### src/hw/rtl/spmc_gap_ring_queue_macros.svh
// assertion macros for the gap ring queue
`ifndef SPMC_GAP_RING_QUEUE_MACROS_SVH
`define SPMC_GAP_RING_QUEUE_MACROS_SVH

// property that holds outside reset
`define SGRQ_ASSERT(label, clk, rst_n, prop, msg) \
    label: assert property (@(posedge clk) disable iff (!rst_n) prop) else $error(msg);

// property checked during reset too
`define SGRQ_ASSERT_ALWAYS(label, clk, prop, msg) \
    label: assert property (@(posedge clk) prop) else $error(msg);

`endif

### src/hw/rtl/sgrq_pkg.sv
// ----------------------------------------------------------------------------
// sgrq_pkg
// types and constants shared by the gap ring queue modules
// ----------------------------------------------------------------------------
`default_nettype none
package sgrq_pkg;
    localparam int DEPTH = 64;
    localparam int CONSUMERS = 8;
    localparam int PAYLOAD_BITS = 64;
    localparam int IDX_W = $clog2(DEPTH);
    localparam int CNT_W = 31;
    localparam int SIZE_W = 7;
    localparam int WHO_W = 3;
    localparam logic [31:0] FREE_MARK = 32'hFFFF_FFFF;
    localparam logic [SIZE_W-1:0] SIZE_RESET = SIZE_W'(64);

    typedef enum logic [2:0] {
        ST_STORED    = 3'd0,
        ST_SKIPPED   = 3'd1,
        ST_DEQUEUED  = 3'd2,
        ST_GAP       = 3'd3,
        ST_NOT_READY = 3'd4
    } t_status;

    typedef enum logic [2:0] {
        S_IDLE,
        S_CLEAR,
        S_DIV,
        S_READ,
        S_UPDATE,
        S_OUT
    } t_state;

    // controller to datapath
    typedef struct packed {
        logic clear_step;
        logic load;
        logic div_start;
        logic read;
        logic update;
        logic out_load;
    } t_cmd;

    // datapath to controller
    typedef struct packed {
        logic clear_done;
        logic div_done;
        logic bypass;
    } t_stat;
endpackage
`default_nettype wire

### src/hw/rtl/sgrq_ctrl.sv
// ----------------------------------------------------------------------------
// sgrq_ctrl
// sequencer: clear sweep, divide, cell read, update, result handoff
// ----------------------------------------------------------------------------
`default_nettype none
`include "spmc_gap_ring_queue_macros.svh"
module sgrq_ctrl (
    input  wire logic            i_clk,
    input  wire logic            i_rst_n,
    input  wire logic            i_valid,
    output logic                 o_stall,
    output logic                 o_valid,
    input  wire logic            i_stall,
    input  wire sgrq_pkg::t_stat i_stat,
    output sgrq_pkg::t_cmd       o_cmd
);
    sgrq_pkg::t_state r_state, n_state;
    logic             r_ovalid;
    logic             r_kick;
    logic             accept;

    assign accept = i_valid && !o_stall;

    // next state
    always_comb begin
        n_state = r_state;
        unique case (r_state)
            sgrq_pkg::S_CLEAR:  if (i_stat.clear_done) n_state = sgrq_pkg::S_IDLE;
            sgrq_pkg::S_IDLE:   if (accept) n_state = sgrq_pkg::S_DIV;
            sgrq_pkg::S_DIV: begin
                if (i_stat.div_done) n_state = sgrq_pkg::S_READ;
            end
            sgrq_pkg::S_READ:   n_state = sgrq_pkg::S_UPDATE;
            sgrq_pkg::S_UPDATE: n_state = sgrq_pkg::S_OUT;
            sgrq_pkg::S_OUT:    if (!r_ovalid || !i_stall) n_state = sgrq_pkg::S_IDLE;
            default:            n_state = sgrq_pkg::S_IDLE;
        endcase
    end

    // outputs
    always_comb begin
        o_cmd = '0;
        o_stall = 1'b1;
        unique case (r_state)
            sgrq_pkg::S_CLEAR:  o_cmd.clear_step = !i_stat.clear_done;
            sgrq_pkg::S_IDLE: begin
                o_stall    = 1'b0;
                o_cmd.load = i_valid;
            end
            // start pulse on the first divide cycle, seq is latched by then
            sgrq_pkg::S_DIV:    o_cmd.div_start = r_kick;
            sgrq_pkg::S_READ:   o_cmd.read = 1'b1;
            sgrq_pkg::S_UPDATE: o_cmd.update = !i_stat.bypass;
            sgrq_pkg::S_OUT:    o_cmd.out_load = !r_ovalid || !i_stall;
            default:            o_cmd = '0;
        endcase
    end

    // state, start pulse and result valid
    always_ff @(posedge i_clk) begin
        if (!i_rst_n) begin
            r_state  <= sgrq_pkg::S_CLEAR;
            r_ovalid <= 1'b0;
            r_kick   <= 1'b0;
        end else begin
            r_state <= n_state;
            r_kick  <= accept;
            if (o_cmd.out_load) begin
                r_ovalid <= 1'b1;
            end else if (!i_stall) begin
                r_ovalid <= 1'b0;
            end
        end
    end

    assign o_valid = r_ovalid;

    `SGRQ_ASSERT(a_one_load, i_clk, i_rst_n,
        o_cmd.load |-> (r_state == sgrq_pkg::S_IDLE),
        "load outside idle")
    `SGRQ_ASSERT(a_out_hold, i_clk, i_rst_n,
        (r_ovalid && i_stall) |=> r_ovalid,
        "result dropped while stalled")
    `SGRQ_ASSERT(a_no_accept_busy, i_clk, i_rst_n,
        (r_state != sgrq_pkg::S_IDLE) |-> o_stall,
        "input taken while busy")
endmodule
`default_nettype wire

### config.mk
export PLATFORM = sky130hd
export DESIGN_NAME = sgrq_ctrl
export DESIGN_NICKNAME = d
export VERILOG_FILES = /design/src/hw/rtl/sgrq_pkg.sv /design/src/hw/rtl/sgrq_ctrl.sv
export VERILOG_INCLUDE_DIRS = /design/src /design/src/hw/rtl
export SDC_FILE = /design/constraint.sdc
export NUM_CORES = 1
export LEC_CHECK = 0
export CORE_AREA = 4 4 41 43
export DETAILED_ROUTE_END_ITERATION = 8
export DIE_AREA = 0 0 45 47
export DONT_BUFFER_PORTS = 1
export PLACE_DENSITY = 0.37
export SYNTH_ARGS = -nofsm -noshare
export SYNTH_HDL_FRONTEND = slang
export SYNTH_SLANG_ARGS = --single-unit
### constraint.sdc
create_clock -name i_clk -period 1.2 [get_ports i_clk]
set_clock_uncertainty 0.2 [all_clocks]
set_input_delay 0.06 -clock i_clk [delete_from_list [all_inputs] [get_ports i_clk]]
set_output_delay 0.06 -clock i_clk [all_outputs]
set_load 0.05 [all_outputs]
==> results.cfg, run 1 <==
[worst_setup_path]
path_class = flip-flop to output pin
critPathMaxFanout = 6
crit_required_ns = 0.94
start_kind = flip-flop
end_kind = output pin
cp_data_arrival_time_ns = 1.32
reg2reg_depth = 4

[grt]
grt_pass1_wl_mm = 1.200
antenna_found_initial = 0
grt_max_degree = 8
track_usage_pct = 8.696
grt_pass1_vias = 292
overflow = 0

[cells_and_area]
area_growth_pct = 122.3
nNetsFinal = 55
final_layout_size_suffix_gt1_share_pct = 65.96
n_antenna_cell = 0
final_area_um2 = 561.8
fin_util_pct = 43.17

[timing]
rsz0062_at_grt = yes
slew_violations = 0
worst_pin_slew_ns = 0.2477
fmax_mhz = 633.6
holdWs_ns = -0.04963
hold_violations = 1
fin_crit_ns = 1.578
max_slew_margin_pct = 83.45
fin_crit_sh_pct = 131.5
finalSetupViolCount = 9
setup_tns_ns = -1.969
fin_ws_ns = -0.3783

[drt]
wl_per_cell_um = 12.85
dr_total_vias = 291
met2WireLength_um = 410
wl_met1_um = 317
drt-vias-per-instance = 4.694
firstDrtPassIters = 4
drc = 0
totalWireLength_um = 797
ant_nets = 0
routed-wl-met3_um = 64
top_layer_used = met4
drt_iter0_markers = 6

[cts]
cts_buffer_depth = 2
clockRootBuffer = clkbuf_4
clock_latency_ns = 0.24
cts_tree = yes
clk_pin_slew_ns = 0.04
postCtsHoldBufs = 3
cts_sinks = 5
htreeDepth = 1
cts_made_buffers = 3

[floorplanning]
dieArea_um2 = 2115
start_util_pct = 19.42
die_h_um = 47
die_w_um = 45
rows = 13
core_um2 = 1301
num_io_pins = 15

[synth]
postSynthCellCount = 27
syn_avg_cell_area_um2 = 9.361
synth_seq_cells = 5
yosys_warnings = 0
ys_types = 19
netlist_area_um2 = 252.7
yosysSeqAreaShare_pct = 39.60
syn_nets = 34

[placement]
dp_hpwl_um = 573.8
routabilityCongestion = 0.7403
placed_area_um2 = 425.4
port_buffers = 0

[flow_run]
drv_cap = 0

[pwr]
p_switching_uw = 165.1
switching_share_pct = 29.99
clock_power_share_pct = 35.3
internal-power_uw = 385.5
total_power_uw = 550.7
seqPwrFrac_pct = 33.4
peakVddDrop_mv = 0.4651
power_density_nw_per_um2 = 980.2
share_comb_of_total_power_pct = 31.3
leakage_nw = 0.2324

[status]
status = finished, violations left
violations = negative hold slack, negative setup slack

[hold_path]
hold_path.class = primary input to flip-flop
worstHoldPathCells = 2
[state kept, by name (all words and copies together), names as in the netlist]
register  count
o_valid       1
r_kick        1
r_state       3
[timing repair]
| item | in CTS | in global routing |
|---|---|---|
| hold endpoints to repair | 5 | 1 |
| cloned | 0 | 0 |
| gates resized for setup | 9 | 5 |
| pin swaps | 4 | 1 |
| setup endpoints to repair | 9 | 10 |
| buffers inserted | 1 | 3 |
[Yosys cell counts, drive strengths merged]
cell type / count / area (um2)
o211a: 1 / 10.01
and3: 2 / 13.77
nor2: 1 / 3.750
inv: 2 / 7.510
nand2b: 1 / 6.260
or4b: 1 / 10.01
o2111ai: 1 / 8.760
dfxtp: 5 / 100.1
a21oi: 1 / 5.000
buf: 1 / 7.510
o2bb2ai: 1 / 8.760
nor3: 2 / 10.01
and3b: 1 / 10.01
or4bb: 1 / 11.26
nand2: 1 / 3.750
and2: 1 / 6.260
nand3b: 2 / 15.01
a21boi: 2 / 15.01
[logic make-up after synthesis]
kind of cell / Yosys count / synth area share [%]
and+or+nand+nor: 13 / 35.64
AOI/OAI and AO/OA: 6 / 18.81
DFF: 5 / 39.61
buffers and inverters: 3 / 5.943
[critical path, cell delays in order, from the launching register on]
cell and delay, ns:
dfxtp_4 0.36, or4b_4 0.50, clkinvlp_4 0.22
[per-stage QoR]
| stage | setup slack [ns] | std cells | hold WS [ns] |
|---|---|---|---|
| 4_1_cts | -0.3828 | 59 | -0.07733 |
| 3_3_place_gp | -0.1158 | 51 | -0.03965 |
| 6_report | -0.3783 | 62 | -0.04963 |
| 2_1_floorplan | -0.1241 | 27 | -0.04462 |
| 5_1_grt | -0.4107 | 62 | -0.05315 |
| 3_5_place_dp | -0.1445 | 51 | -0.03791 |
[area by class of cell]
| cell class | count | area [um2] |
|---|---|---|
| timing repair buffer | 17 | 200.2 |
| inverter | 2 | 11.26 |
| sequential | 5 | 110.1 |
| fill | 142 | 739.5 |
| clock buffer | 4 | 26.28 |
| multi-input combinational | 19 | 195.2 |
| tap | 15 | 18.77 |
[per-layer routing]
layer | GRT usage [%] | vias up
met2 | 12.99 | 9
met5 | 0 | -
li1 | - | 142
met3 | 5.364 | 2
met1 | 8.656 | 138
met4 | 7.018 | 0
[layout by cell type, fill, tap and decap left out, drive strengths merged, types with 2 or more instances in the layout]
| cell type | count |
|---|---|
| dlygate4sd3 | 3 |
| buf | 14 |
| and3 | 2 |
| nor3 | 2 |
| clkbuf | 4 |
| dfxtp | 5 |
| a21boi | 2 |
| nand3b | 2 |
[power by group through the flow]
stage / clock (mW) / combinational (mW) / sequential [mW]
4_1_cts: 0.207 / 0.154 / 0.184
3_5_place_dp: 0 / 0.127 / 0.185
5_1_grt: 0.221 / 0.181 / 0.185
3_3_place_gp: 0 / 0.126 / 0.184
2_1_floorplan: 0 / 0.0769 / 0.190
6_report: 0.194 / 0.172 / 0.184
[worst paths after layout]
| path | endpoint | start | slack (ns) |
|---|---|---|---|
| setup / recovery | o_cmd[5] | r_state[1] | -0.38 |
| hold / removal | r_state[0] | i_stat[1] | -0.05 |
| setup reg to reg | r_state[0] | r_state[1] | -0.24 |
| hold reg to reg | o_valid | o_valid | 0.29 |
(Power assumes the default switching activity.)
==> run 2, diff against run 1 <==
==> constraint.sdc (replaced) <==
create_clock -name i_clk -period 1.2 [get_ports i_clk]
set_clock_uncertainty 0.2 [all_clocks]
set_input_delay 0.06 -clock i_clk [delete_from_list [all_inputs] [get_ports i_clk]]
set_output_delay 0.06 -clock i_clk [all_outputs]
set_load 0.01 [all_outputs]
==> results.cfg, run 2 (synthesized netlist as in run 1, its figures left out) <==
[pwr]
internal-power_uw = 345.9
switching_share_pct = 24.04
p_switching_uw = 109.5
peakVddDrop_mv = 0.7379
power_density_nw_per_um2 = 1110
total_power_uw = 455.4
clock_power_share_pct = 41.8
leakage_nw = 0.1760
seqPwrFrac_pct = 40.5
share_comb_of_total_power_pct = 17.7

[grt]
antenna_found_initial = 0
grt_pass1_vias = 254
overflow = 0
track_usage_pct = 7.352
grt_pass1_wl_mm = 1.097
grt_max_degree = 9

[floorplanning]
rows = 13
core_um2 = 1301
die_w_um = 45
die_h_um = 47
dieArea_um2 = 2115
start_util_pct = 19.42
num_io_pins = 15

[status]
status = finished, violations left
violations = negative hold slack, negative setup slack

[timing]
slew_violations = 0
finalSetupViolCount = 8
fmax_mhz = 693.3
hold_violations = 1
rsz0062_at_grt = yes
fin_ws_ns = -0.2424
max_slew_margin_pct = 80.75
holdWs_ns = -0.1404
fin_crit_ns = 1.442
setup_tns_ns = -0.9111
fin_crit_sh_pct = 120.2
worst_pin_slew_ns = 0.2865

[cts]
clockRootBuffer = clkbuf_4
clock_latency_ns = 0.24
clk_pin_slew_ns = 0.04
cts_sinks = 5
cts_buffer_depth = 2
postCtsHoldBufs = 3
htreeDepth = 1
cts_made_buffers = 3
cts_tree = yes

[drt]
ant_nets = 0
wl_per_cell_um = 12.20
drt_iter0_markers = 2
drc = 0
firstDrtPassIters = 2
dr_total_vias = 253
totalWireLength_um = 671
drt-vias-per-instance = 4.600

[worst_setup_path]
crit_required_ns = 0.94
cp_data_arrival_time_ns = 1.18
end_kind = output pin
slowest_stage = or4b_4
crit_buf_inv = 1
critPathMaxFanout = 5
path_class = flip-flop to output pin
cpLargestDelayFamily = simple AND/OR/NAND/NOR gates
cp_cell_sequence = or4b_4 -> inv_2
crit_path_max_incr_delay_ns = 0.52
start_kind = flip-flop

[cells_and_area]
final_common_cell = buf_4
regMostFlops = r_state
area_growth_pct = 62.38
n_antenna_cell = 0
final_area_um2 = 410.4
nNetsFinal = 48
final_layout_size_suffix_gt1_share_pct = 50.00
final_cell_mix = 5 x buf_4, 3 x clkbuf_4, 3 x dlygate4sd3_1
fillCellCount = 146
largest_register_ffs = 3

[placement]
placed_area_um2 = 315.3
port_buffers = 0
dp_hpwl_um = 535.6
routabilityCongestion = 0.7756

[hold_path]
hold_path.class = primary input to flip-flop

[flow_run]
drv_cap = 0
run 2: final cells by class:
type | count | area, um2 | area share, %
timing repair buffer | 10 | 90.09 | 21.95
inverter | 2 | 7.507 | 1.829
clock buffer | 4 | 26.28 | 6.402
sequential | 5 | 106.4 | 25.91
tap | 15 | 18.77 | 4.573
multi-input combinational | 19 | 161.4 | 39.33
run 2: metal layers:
layer	up-vias	GRT usage (%)	routed length, um
met5	-	0	0
met4	0	1.754	0
met3	0	5.747	67
met2	11	11.30	313
met1	112	7.973	289
li1	130	-	-
run 2: worst register-to-register path: stages, from the launching register on:
cell	delay [ns]
dfxtp_2	0.34
or4b_4	0.52
o2111ai_1	0.08
run 2: worst paths after layout:
kind,start,end,slack (ns),cells after the start
min reg2reg,o_valid,r_state[2],0.36,2
max reg2reg,r_state[2],r_state[0],-0.03,2
min,i_stat[2],r_state[0],-0.14,2
max,r_state[2],o_cmd[5],-0.24,2
run 2: power groups by stage:
stage	Sequential, mW	Combinational [mW]	Clock (mW)
floorplan	0.187	0.0383	0
global placement	0.187	0.0536	0
detailed placement	0.188	0.0535	0
CTS	0.185	0.0813	0.203
global route	0.186	0.0874	0.218
finish	0.185	0.0805	0.190
run 2: stage by stage:
step           hold WS, ns  setup WS [ns]  cells  utilization [%]
3_5_place_dp      -0.03651       -0.02307     47            24.23
5_1_grt            -0.1121        -0.2799     55            31.54
6_report           -0.1404        -0.2424     55            31.54
3_3_place_gp      -0.04089       -0.01216     47            24.23
4_1_cts            -0.1491        -0.2595     55            31.54
2_1_floorplan     -0.04423      -0.002216     27                -
run 2: timing repair:
item | in CTS | in global routing
gates resized for setup | 9 | 1
pin swaps | 3 | 0
setup buffers | 1 | 0
setup endpoints to repair | 8 | 9
endpoints found under the hold margin | 6 | 1
